==> config.mk <==
export PLATFORM = sky130hd
export DESIGN_NAME = packet_fifo_dedup_range_count
export DESIGN_NICKNAME = d
export VERILOG_FILES = /design/src/rtl/pfd_pkg.sv /design/src/rtl/packet_fifo_dedup_range_count.sv /design/src/rtl/pfd_ram.sv
export SDC_FILE = /design/constraint.sdc
export NUM_CORES = 2
export LEC_CHECK = 0
export BUFFER_PORTS_ARGS = -buffer_cell sky130_fd_sc_hd__buf_2
export CAP_MARGIN = 20
export CORE_MARGIN = 2
export CORE_UTILIZATION = 25
export CTS_CLUSTER_SIZE = 10
export DETAILED_ROUTE_END_ITERATION = 10
export GPL_TIMING_DRIVEN = 0
export PLACE_DENSITY_LB_ADDON = 0.2
export SLEW_MARGIN = 15
export SYNTH_ARGS = -nofsm -noshare
export SYNTH_HDL_FRONTEND = slang
export SYNTH_SLANG_ARGS = --single-unit
==> constraint.sdc <==
create_clock -name aclk -period 15 [get_ports aclk]
set_input_delay 2.25 -clock aclk [delete_from_list [all_inputs] [get_ports aclk]]
set_output_delay 2.25 -clock aclk [all_outputs]
set_load 0.01 [all_outputs]
==> src/rtl/pfd_pkg.sv <==
// ----------------------------------------------------------------------------
// pfd_pkg
// Shared constants, codes and packet types of the bounded packet fifo with
// duplicate filter and range count.
// ----------------------------------------------------------------------------
package pfd_pkg;

    localparam int DEPTH      = 64;
    localparam int NODE_WIDTH = 16;
    localparam int TIME_WIDTH = 32;

    localparam int ADDR_W  = (DEPTH > 1) ? $clog2(DEPTH) : 1;
    localparam int OCC_W   = $clog2(DEPTH + 1);
    localparam int LIMIT_W = 7;
    localparam int CNT_W   = 7;
    localparam int CMD_W   = 2;

    localparam logic [LIMIT_W-1:0] LIMIT_RESET = 7'd64;

    localparam int IN_BITS    = 2 * NODE_WIDTH + 3 * TIME_WIDTH;
    localparam int S_DATA_W   = ((IN_BITS + 7) / 8) * 8;
    localparam int OUT_BITS   = 2 + 2 * NODE_WIDTH + TIME_WIDTH + CNT_W;
    localparam int M_DATA_W   = ((OUT_BITS + 7) / 8) * 8;
    localparam int S_USER_W   = 8;

    typedef enum logic [CMD_W-1:0] {
        CMD_ADD     = 2'd0,
        CMD_FORWARD = 2'd1,
        CMD_COUNT   = 2'd2,
        CMD_NONE    = 2'd3
    } cmd_t;

    typedef struct packed {
        logic [TIME_WIDTH-1:0] ts;
        logic [NODE_WIDTH-1:0] dst;
        logic [NODE_WIDTH-1:0] src;
    } packet_t;

    typedef struct packed {
        logic [TIME_WIDTH-1:0] end_time;
        logic [TIME_WIDTH-1:0] start_time;
        logic [TIME_WIDTH-1:0] timestamp;
        logic [NODE_WIDTH-1:0] destination;
        logic [NODE_WIDTH-1:0] source;
    } in_item_t;

    typedef struct packed {
        logic [CNT_W-1:0]      match_count;
        logic [TIME_WIDTH-1:0] out_timestamp;
        logic [NODE_WIDTH-1:0] out_destination;
        logic [NODE_WIDTH-1:0] out_source;
        logic                  forward_valid;
        logic                  added;
    } out_item_t;

endpackage

==> src/rtl/packet_fifo_dedup_range_count.sv <==
// Steps: forward reads the oldest packet, if any, and emits; add scans the stored
// packets, commits and emits; count scans and emits; an unknown command only emits.
// Throughput: one item at a time; add and count scan the stored packets through
// the single read port of the packet store, one entry per cycle.
// Reset (aresetn low, synchronous) empties the fifo and sets the limit to 64;
// the store contents are not cleared, no clearing pass is needed.
// ----------------------------------------------------------------------------
// packet_fifo_dedup_range_count
// Bounded packet fifo with duplicate filter, eviction of the oldest packet at
// the configured limit, forward of the oldest packet and range count.
// ----------------------------------------------------------------------------
module packet_fifo_dedup_range_count (
    input  logic                            aclk,
    input  logic                            aresetn,
    input  logic                            cfg_wr_en,
    input  logic [pfd_pkg::LIMIT_W-1:0]     cfg_wr_data,   // fifo limit
    input  logic                            s_axis_tvalid,
    output logic                            s_axis_tready,
    // source, destination, timestamp, start_time, end_time
    input  logic [pfd_pkg::S_DATA_W-1:0]    s_axis_tdata,
    // command
    input  logic [pfd_pkg::S_USER_W-1:0]    s_axis_tuser,
    output logic                            m_axis_tvalid,
    input  logic                            m_axis_tready,
    // added, forward_valid, out_source, out_destination, out_timestamp,
    // match_count
    output logic [pfd_pkg::M_DATA_W-1:0]    m_axis_tdata
);

    typedef enum logic [2:0] {
        ST_IDLE,
        ST_SCAN,
        ST_FWD_DATA,
        ST_COMMIT,
        ST_EMIT
    } state_t;

    state_t                         state_reg, state_next;
    logic [pfd_pkg::LIMIT_W-1:0]    limit_reg;
    logic [pfd_pkg::ADDR_W-1:0]     oldest_reg, oldest_next;
    logic [pfd_pkg::OCC_W-1:0]      occ_reg, occ_next;
    logic [pfd_pkg::OCC_W-1:0]      scan_reg, scan_next;
    logic                           cmp_valid_reg, cmp_valid_next;
    logic                           dup_reg, dup_next;
    logic [pfd_pkg::OCC_W-1:0]      cnt_reg, cnt_next;
    logic                           res_added_reg, res_added_next;
    logic                           res_fwd_reg, res_fwd_next;
    pfd_pkg::packet_t               res_pkt_reg, res_pkt_next;
    pfd_pkg::cmd_t                  cmd_reg, cmd_next;
    pfd_pkg::in_item_t              item_reg, item_next;
    logic                           out_valid_reg, out_valid_next;
    pfd_pkg::out_item_t             out_reg, out_next;

    pfd_pkg::in_item_t              in_item;
    logic                           in_fire;
    logic                           rd_en, wr_en;
    logic [pfd_pkg::ADDR_W-1:0]     rd_addr, wr_addr;
    pfd_pkg::packet_t               rd_data, wr_data;
    logic [pfd_pkg::OCC_W-1:0]      limit_eff;
    logic [pfd_pkg::ADDR_W:0]       slot_sum;
    logic [pfd_pkg::ADDR_W-1:0]     scan_slot;
    logic                           evict;
    logic [pfd_pkg::ADDR_W-1:0]     base_idx;
    logic [pfd_pkg::OCC_W-1:0]      base_occ;
    logic [pfd_pkg::ADDR_W:0]       wr_sum;
    logic [pfd_pkg::ADDR_W-1:0]     oldest_inc;

    assign in_item       = pfd_pkg::in_item_t'(s_axis_tdata[pfd_pkg::IN_BITS-1:0]);
    assign s_axis_tready = (state_reg == ST_IDLE);
    assign in_fire       = s_axis_tvalid && s_axis_tready;
    assign m_axis_tvalid = out_valid_reg;
    assign m_axis_tdata  = pfd_pkg::M_DATA_W'(out_reg);

    always_comb begin
        if (limit_reg == '0) begin
            limit_eff = pfd_pkg::OCC_W'(1);
        end else if (32'(limit_reg) > 32'(pfd_pkg::DEPTH)) begin
            limit_eff = pfd_pkg::OCC_W'(pfd_pkg::DEPTH);
        end else begin
            limit_eff = pfd_pkg::OCC_W'(limit_reg);
        end
    end

    // oldest + offset, wrapped at the store depth
    assign slot_sum  = (pfd_pkg::ADDR_W + 1)'(oldest_reg) + (pfd_pkg::ADDR_W + 1)'(scan_reg);
    assign scan_slot = (32'(slot_sum) >= 32'(pfd_pkg::DEPTH))
                     ? pfd_pkg::ADDR_W'(32'(slot_sum) - 32'(pfd_pkg::DEPTH))
                     : pfd_pkg::ADDR_W'(slot_sum);

    assign oldest_inc = (32'(oldest_reg) == 32'(pfd_pkg::DEPTH - 1))
                      ? '0 : oldest_reg + pfd_pkg::ADDR_W'(1);

    assign evict    = (occ_reg >= limit_eff) && (occ_reg != '0);
    assign base_idx = evict ? oldest_inc : oldest_reg;
    assign base_occ = evict ? occ_reg - pfd_pkg::OCC_W'(1) : occ_reg;
    assign wr_sum   = (pfd_pkg::ADDR_W + 1)'(base_idx) + (pfd_pkg::ADDR_W + 1)'(base_occ);
    assign wr_addr  = (32'(wr_sum) >= 32'(pfd_pkg::DEPTH))
                    ? pfd_pkg::ADDR_W'(32'(wr_sum) - 32'(pfd_pkg::DEPTH))
                    : pfd_pkg::ADDR_W'(wr_sum);
    assign wr_data  = '{ts: item_reg.timestamp, dst: item_reg.destination,
                        src: item_reg.source};
    assign wr_en    = (state_reg == ST_COMMIT) && !dup_reg;

    always_comb begin
        rd_en   = 1'b0;
        rd_addr = oldest_reg;
        if (state_reg == ST_IDLE) begin
            rd_en = in_fire && (pfd_pkg::cmd_t'(s_axis_tuser[pfd_pkg::CMD_W-1:0])
                                == pfd_pkg::CMD_FORWARD) && (occ_reg != '0);
        end else if (state_reg == ST_SCAN) begin
            rd_en   = (scan_reg < occ_reg);
            rd_addr = scan_slot;
        end
    end

    pfd_ram u_ram (
        .aclk    (aclk),
        .wr_en   (wr_en),
        .wr_addr (wr_addr),
        .wr_data (wr_data),
        .rd_en   (rd_en),
        .rd_addr (rd_addr),
        .rd_data (rd_data)
    );

    always_comb begin
        state_next     = state_reg;
        oldest_next    = oldest_reg;
        occ_next       = occ_reg;
        scan_next      = scan_reg;
        cmp_valid_next = 1'b0;
        dup_next       = dup_reg;
        cnt_next       = cnt_reg;
        res_added_next = res_added_reg;
        res_fwd_next   = res_fwd_reg;
        res_pkt_next   = res_pkt_reg;
        cmd_next       = cmd_reg;
        item_next      = item_reg;
        out_valid_next = out_valid_reg && !m_axis_tready;
        out_next       = out_reg;

        // compare of the entry read in the previous cycle
        if (cmp_valid_reg) begin
            if (rd_data.src == item_reg.source && rd_data.dst == item_reg.destination
                && rd_data.ts == item_reg.timestamp) begin
                dup_next = 1'b1;
            end
            if (rd_data.dst == item_reg.destination && rd_data.ts >= item_reg.start_time
                && rd_data.ts <= item_reg.end_time) begin
                cnt_next = cnt_reg + pfd_pkg::OCC_W'(1);
            end
        end

        unique case (state_reg)
            ST_IDLE: begin
                if (in_fire) begin
                    cmd_next       = pfd_pkg::cmd_t'(s_axis_tuser[pfd_pkg::CMD_W-1:0]);
                    item_next      = in_item;
                    scan_next      = '0;
                    dup_next       = 1'b0;
                    cnt_next       = '0;
                    res_added_next = 1'b0;
                    res_fwd_next   = 1'b0;
                    res_pkt_next   = '0;
                    unique case (pfd_pkg::cmd_t'(s_axis_tuser[pfd_pkg::CMD_W-1:0]))
                        pfd_pkg::CMD_ADD,
                        pfd_pkg::CMD_COUNT:   state_next = ST_SCAN;
                        pfd_pkg::CMD_FORWARD: state_next = (occ_reg != '0) ? ST_FWD_DATA
                                                                           : ST_EMIT;
                        default:              state_next = ST_EMIT;
                    endcase
                end
            end
            ST_SCAN: begin
                if (scan_reg < occ_reg) begin
                    scan_next      = scan_reg + pfd_pkg::OCC_W'(1);
                    cmp_valid_next = 1'b1;
                end else begin
                    state_next = (cmd_reg == pfd_pkg::CMD_ADD) ? ST_COMMIT : ST_EMIT;
                end
            end
            ST_FWD_DATA: begin
                res_fwd_next = 1'b1;
                res_pkt_next = rd_data;
                oldest_next  = oldest_inc;
                occ_next     = occ_reg - pfd_pkg::OCC_W'(1);
                state_next   = ST_EMIT;
            end
            ST_COMMIT: begin
                if (!dup_reg) begin
                    res_added_next = 1'b1;
                    oldest_next    = base_idx;
                    occ_next       = base_occ + pfd_pkg::OCC_W'(1);
                end
                state_next = ST_EMIT;
            end
            ST_EMIT: begin
                if (!out_valid_reg || m_axis_tready) begin
                    out_valid_next          = 1'b1;
                    out_next.added          = res_added_reg;
                    out_next.forward_valid  = res_fwd_reg;
                    out_next.out_source     = res_pkt_reg.src;
                    out_next.out_destination = res_pkt_reg.dst;
                    out_next.out_timestamp  = res_pkt_reg.ts;
                    out_next.match_count    = (cmd_reg == pfd_pkg::CMD_COUNT)
                                            ? pfd_pkg::CNT_W'(cnt_reg) : '0;
                    state_next              = ST_IDLE;
                end
            end
            default: state_next = ST_IDLE;
        endcase
    end

    always_ff @(posedge aclk) begin
        if (!aresetn) begin
            state_reg     <= ST_IDLE;
            limit_reg     <= pfd_pkg::LIMIT_RESET;
            oldest_reg    <= '0;
            occ_reg       <= '0;
            scan_reg      <= '0;
            cmp_valid_reg <= 1'b0;
            out_valid_reg <= 1'b0;
        end else begin
            state_reg     <= state_next;
            oldest_reg    <= oldest_next;
            occ_reg       <= occ_next;
            scan_reg      <= scan_next;
            cmp_valid_reg <= cmp_valid_next;
            out_valid_reg <= out_valid_next;
            if (cfg_wr_en) begin
                limit_reg <= cfg_wr_data;
            end
        end
        dup_reg       <= dup_next;
        cnt_reg       <= cnt_next;
        res_added_reg <= res_added_next;
        res_fwd_reg   <= res_fwd_next;
        res_pkt_reg   <= res_pkt_next;
        cmd_reg       <= cmd_next;
        item_reg      <= item_next;
        out_reg       <= out_next;
    end

`ifndef SYNTH
    a_occ_bound: assert property (@(posedge aclk) disable iff (!aresetn)
        32'(occ_reg) <= 32'(pfd_pkg::DEPTH))
        else $error("occupancy above depth");

    a_idle_no_compare: assert property (@(posedge aclk) disable iff (!aresetn)
        (state_reg == ST_IDLE) |-> !cmp_valid_reg)
        else $error("compare pending while idle");

    a_fwd_pops: assert property (@(posedge aclk) disable iff (!aresetn)
        (state_reg == ST_FWD_DATA) |=> (occ_reg == $past(occ_reg) - pfd_pkg::OCC_W'(1)))
        else $error("forward did not pop one packet");

    a_one_kind: assert property (@(posedge aclk) disable iff (!aresetn)
        out_valid_reg |-> !(out_reg.added && out_reg.forward_valid))
        else $error("result marks both add and forward");

    a_write_when_room: assert property (@(posedge aclk) disable iff (!aresetn)
        wr_en |-> (32'(base_occ) < 32'(pfd_pkg::DEPTH)))
        else $error("write into full store");
`endif

endmodule

==> src/rtl/pfd_ram.sv <==
// ----------------------------------------------------------------------------
// pfd_ram
// Packet store: one write port, one read port, registered read data.
// ----------------------------------------------------------------------------
module pfd_ram (
    input  logic                          aclk,
    input  logic                          wr_en,
    input  logic [pfd_pkg::ADDR_W-1:0]    wr_addr,
    input  pfd_pkg::packet_t              wr_data,
    input  logic                          rd_en,
    input  logic [pfd_pkg::ADDR_W-1:0]    rd_addr,
    output pfd_pkg::packet_t              rd_data
);

    pfd_pkg::packet_t mem [pfd_pkg::DEPTH];
    pfd_pkg::packet_t rd_data_reg;

    always_ff @(posedge aclk) begin
        if (wr_en) begin
            mem[wr_addr] <= wr_data;
        end
        if (rd_en) begin
            rd_data_reg <= mem[rd_addr];
        end
    end

    assign rd_data = rd_data_reg;

endmodule

# [After elaboration in Yosys (flattened, before gate mapping)]
# Memory sizes are Yosys's and may differ from the RTL's. A register that Yosys moved wholly into a read port is not among the register bits.
# Index checks and enable logic that the tools add are counted.
[word_totals] in_bits=148 word_cells=136 n_memories=1 reg_bits=309 out_inout_bits=82 ram_bits=4096
[memory_table] name="u_ram.mem" depth=64 width=64 rd=1 rd_ports_with_merged_regs=1 write_ports=1 line_no="pfd_ram.sv:15" rtl="pfd_pkg::packet_t mem [pfd_pkg::DEPTH];"
[classes] n_reduce_logical=33 n_lt_le_gt_ge=7 mux=44 n_addsub=9 eq_ne=16
[op_table] cell="$pmux 64 s2" count=1
[op_table] cell="$mux 7" count=10
[op_table] cell="$mux 64" count=1
[op_table] cell="$mux 6" count=7
[op_table] cell="$eq 16x16->1" count=2
[op_table] cell="$eq 32x32->1" count=1
[op_table] cell="$ge 32x32->1" count=1
[op_table] cell="$le 32x32->1" count=1
[op_table] cell="$pmux 7 s2" count=2
[op_table] cell="$add 7x1->7 const B" count=3
[op_table] cell="$mux 3" count=5
[op_table] cell="$add 6x7->7" count=2
[op_table] cell="$ge 7x7->1 const B" count=2
[op_table] cell="$mux 1" count=13
[op_table] cell="$pmux 3 s4" count=1
[op_table] cell="$pmux 6 s2" count=1
[op_table] cell="$sub 6x1->6 const B" count=2
[op_table] cell="$logic_and 1x1->1" count=10
[op_table] cell="$reduce_and 2->1" count=5
[op_table] cell="$reduce_and 3->1" count=3
[op_table] cell="$reduce_bool 2->1" count=4
[op_table] cell="$ge 7x7->1" count=1
[op_table] cell="$gt 7x7->1 const B" count=1
[op_table] cell="$logic_not 7->1" count=1
[op_table] cell="other kinds (19)" count=29

# [Depth between registers and ports, before layout]
[depth] ltp_word=9 mapped_depth=21 ltp_nobuf=19

# [Modules after synthesis]
# A second synthesis with hierarchy kept.
[hier_totals] cells_unflattened=7683 hier_area_um2=171149.1
[by_module_without_submodules] module="pfd_ram" instances=1 area_per_inst_um2=156989.3 cells_each=6598 seq_area_each_um2=124919.8
[by_module_without_submodules] module="packet_fifo_dedup_range_count" instances=1 area_per_inst_um2=14159.8 cells_each=1085 seq_area_each_um2=8878.5

# [Least setup slack after synthesis]
# OpenSTA, ideal clock, no wires.
[synth_timing] path_type="register to register" from="register occ_reg[0] (netlist name)" to="memory u_ram.mem[49][0] (netlist name) (enable)" n_path_buf=2 setup_slack_ns=8.150 period_less_slack_ns=6.850 t_arrival_ns=6.364 path_stages_with_launch=19 cell_sequence="dfxtp_1 > clkbuf_1 > inv_1 > ha_1 > nand2b_1 > a31oi_1 > o21ai_0 > clkbuf_1 > nand2_1 > o21ai_0 > ha_1 > a21o_1 > a21oi_1 > or3_1 > a31oi_1 > nand3b_1 > xor2_1 > nand2_1 > nor2_1"
[synth_via] elab_chain_len=6 elab_cells_between_ends=10 cone_classes="add/sub (3); order compare (2); mux (3); reduce/logical (2)"
[synth_lines] item="from (decl)" line_no="packet_fifo_dedup_range_count.sv:41" rtl="logic [pfd_pkg::OCC_W-1:0] occ_reg, occ_next;"
[synth_lines] item="from (signal assigned)" line_no="packet_fifo_dedup_range_count.sv:226" rtl="occ_reg <= occ_next;"
[synth_lines] item="$ge 7x7->1 / $reduce_bool 7->1 (equally long branches)" line_no="packet_fifo_dedup_range_count.sv:93" rtl="assign evict = (occ_reg >= limit_eff) && (occ_reg != '0);"
[synth_lines] item="$logic_and 1x1->1" line_no="packet_fifo_dedup_range_count.sv:93"
[synth_lines] item="$mux 6 / $mux 7 (equally long branches)" line_no="packet_fifo_dedup_range_count.sv:94, packet_fifo_dedup_range_count.sv:95"
[synth_lines] item="$add 6x7->7 *" line_no="packet_fifo_dedup_range_count.sv:96" rtl="assign wr_sum = (pfd_pkg::ADDR_W + 1)'(base_idx) + (pfd_pkg::ADDR_W + 1)'(base_occ);"
[synth_lines] item="$sub 6x1->6 / $ge 7x7->1 (equally long branches)" line_no="packet_fifo_dedup_range_count.sv:98, packet_fifo_dedup_range_count.sv:97"
[synth_lines] item="$mux 6 *" line_no="packet_fifo_dedup_range_count.sv:98" rtl="? pfd_pkg::ADDR_W'(32'(wr_sum) - 32'(pfd_pkg::DEPTH))"
[synth_lines] item="to (decl)" line_no="pfd_ram.sv:15"
# Mark *: on every way between the ends. The rest lies on a longest branch, timed or not.

# [Final worst setup path]
[layout_timing] from="register occ_reg[0] (netlist name)" to="memory u_ram.mem[22][17] (netlist name) (enable)"
# The elaborated chain is that of the path after synthesis.

==> flow_metrics.py <==
metrics = {
    "status": {
        "status": "finished clean",
    },
    "detailed_routing": {
        "drc_errors": 0,
        "dr.pass1.iters": 6,
        "route.antenna.remaining_nets": 0,
        "drt_iter0_markers": 6943,
        "vias_per_cell": 4.40,
        "drt-wirelength-per-cell_um": 27.3,
        "via_count": 91800,
        "wl_um": 569000,
    },
    "setup_path": {
        "arrival_ns": 8.33,
        "setup.worst_path.end_class": "flip-flop",
        "path_max_fanout": 19,
        "critPathBufInv": 5,
        "required_ns": 15.76,
        "cp_top_family": "simple AND/OR/NAND/NOR gates",
        "path_cells": "clkbuf_1, inv_1, ha_1, nand2b_1, a31oi_1, o21ai_0, clkbuf_1, nand2_1, o21ai_0, ha_1, a21o_1, a21oi_1, or3_1, a31oi_1, nand3b_1, xnor2_1, nand2_1, nor2_4, buf_12, buf_12",
        "rr_worst_depth": 20,
        "crit_slowest_cell": "nor2_4",
        "worst-setup-path-type": "flip-flop to flip-flop",
        "cp-start-kind": "flip-flop",
        "cp.depth": 20,
        "max_stage_delay_ns": 0.89,
    },
    "global_routing": {
        "busiest_layer": "met2",
        "grtUsageMet2": 0.269,
        "grtUsageMet1": 0.184,
        "grt_max_degree": 72,
        "first_global_vias": 96700,
        "grt_overflow_total": 0,
        "grtUsageTotal": 0.149,
        "met3_usage": 0.0185,
        "antenna_found_initial": 56,
        "grt_pass1_wl_um": 772000,
    },
    "placed_design": {
        "gp_congestion": 0.815,
        "io_buffers": 214,
        "dp_hpwl_um": 420000,
        "dp_slack_ns": 7.74,
    },
    "synthesis": {
        "ys.flop_type": "edfxtp_1",
        "synth_edf_count": 4429,
        "yosys.area.top_type": "edfxtp_1",
        "ys_ff_latch": 4469,
        "ys_warn_count": 0,
        "avgSynthCellArea_um2": 18.7,
        "synthTopCellsByArea": "edfxtp_1, mux2i_1, buf_6",
        "synthArstFlopShare": 0,
        "synth_cell_types": 70,
        "synth_top_area_share": 0.726,
        "netlist_instances": 9817,
        "synth_seq_area_share": 0.730,
        "syn-cell-area_mm2": 0.183,
    },
    "layout": {
        "layout-drive-gt1-share": 0.156,
        "multi_input_area_mm2": 0.0461,
        "layout_common_cells": "edfxtp_1, mux2i_1, clkbuf_16, buf_2, buf_12",
        "final_common_cell": "edfxtp_1",
        "area_growth_pct": 20.0,
        "nets": 11200,
        "largest_register_ff_count": 4096,
        "n_fill_cell": 71000,
        "register_area_mm2": 0.134,
    },
    "clocking": {
        "cts_setup_buffers": 0,
        "cts.clk_slew.worst_paths_ns": 0.05,
        "cts_resized": 0,
        "htree_levels": 6,
        "cts.sinks": 4469,
        "cts_buffers": 533,
        "cts.path.max_buffers": 4,
        "worstSkewPairLatency_ns": 1.09,
        "postCtsHoldBufs": 0,
        "cts_tree": "yes",
        "cts_root_buffer": "clkbuf_16",
    },
    "timing": {
        "slew_headroom": 0.181,
        "rsz0062_at_grt": "no",
        "tns_ns": 0,
        "setup_viol": 0,
        "max_freq_mhz": 132,
        "skew_ns": 0.0544,
        "finalHoldWorstSlack_ns": 0.416,
        "fin_ws_ns": 7.43,
        "slew_viol_final": 0,
        "hold_viol": 0,
        "worst_pin_slew_ns": 1.23,
        "timing.final.crit_share": 0.505,
        "period_minus_slack_ns": 7.57,
    },
    "flow_run": {
        "maxCapViolations": 0,
    },
    "power_and_ir_drop": {
        "power_density_mw_per_mm2": 170,
        "peakVddDrop_mv": 0.137,
        "p_leak_uw": 0.0916,
    },
    "floorplan": {
        "rows": 314,
        "die_h_um": 860,
        "die_w_um": 860,
        "initial_core_util": 0.251,
        "ios": 230,
        "fp.coreArea_mm2": 0.731,
        "design.die.area_mm2": 0.740,
    },
    "hold_path": {
        "hold_class": "flip-flop to flip-flop",
        "hold_depth": 0,
    },
}
[logic make-up (layout without fill, tap and decap cells)]
kind of cell,after synthesis,count (layout),synth area share
DFF,4469,4469,0.730
muxes,4052,4052,0.221
buffers and inverters,570,1907,0.0213
and+or+nand+nor,400,400,0.0110
AOI/OAI and AO/OA,136,136,0.00492
xor gates and xnor gates,95,95,0.00462
adders and majority gates,94,94,0.00650
other,1,48,0.0000205
[worst paths after layout]
kind                            startpoint                     endpoint  slack (ns)
max                occ_reg[0]$_SDFFE_PN0P_  u_ram.mem[22][17]$_DFFE_PP_        7.43
min reg2reg  res_pkt_reg[51]$_SDFFCE_PN0P_   m_axis_tdata[53]$_DFFE_PP_        0.42
min          res_pkt_reg[51]$_SDFFCE_PN0P_   m_axis_tdata[53]$_DFFE_PP_        0.42
max reg2reg        occ_reg[0]$_SDFFE_PN0P_  u_ram.mem[22][17]$_DFFE_PP_        7.43
[power breakdown]
group          internal (µW)  switching [µW]  total (µW)
combinational           3900            6590       10500
sequential             15000             382       15300
clock                   6580            5010       11600
total                  25400           12000       37400
[metrics by stage]
stage                     total power (µW)  instances  utilization  area (µm²)
final                                37400      20800        0.301      220000
after global routing                 38900      20800        0.301      220000
after CTS                            38000      20800        0.301      220000
after floorplan                      21800       9823            -      183000
after global placement               25800      19700        0.269      196000
after detailed placement             26300      20100        0.280      205000
[Yosys cell counts (41+ instances only)]
cell and count:
inv_1 84, xor2_1 66, nand2_1 76, mux2i_1 4050
buf_1 41, ha_1 92, buf_2 153, nor2_1 112
buf_4 86, buf_6 150, and3_1 69, edfxtp_1 4429
clkbuf_1 43
[cell type report]
| class | count | area share |
|---|---|---|
| Clock buffer | 634 | 0.0635 |
| Tap cell | 9638 | 0.0548 |
| Inverter | 86 | 0.00150 |
| Buffer | 484 | 0.0165 |
| Timing Repair Buffer | 622 | 0.0405 |
| Sequential cell | 4469 | 0.608 |
| Antenna cell | 41 | 0.000467 |
| Multi-Input combinational cell | 4784 | 0.210 |
| Clock inverter | 81 | 0.00471 |
[metal layers]
metal | up-vias | wire length, µm
met4 | 6 | 19800
li1 | 40900 | -
met5 | - | 41
met3 | 788 | 23100
met1 | 47900 | 236000
met2 | 2188 | 290000
Power figures use the tool's default switching activity.
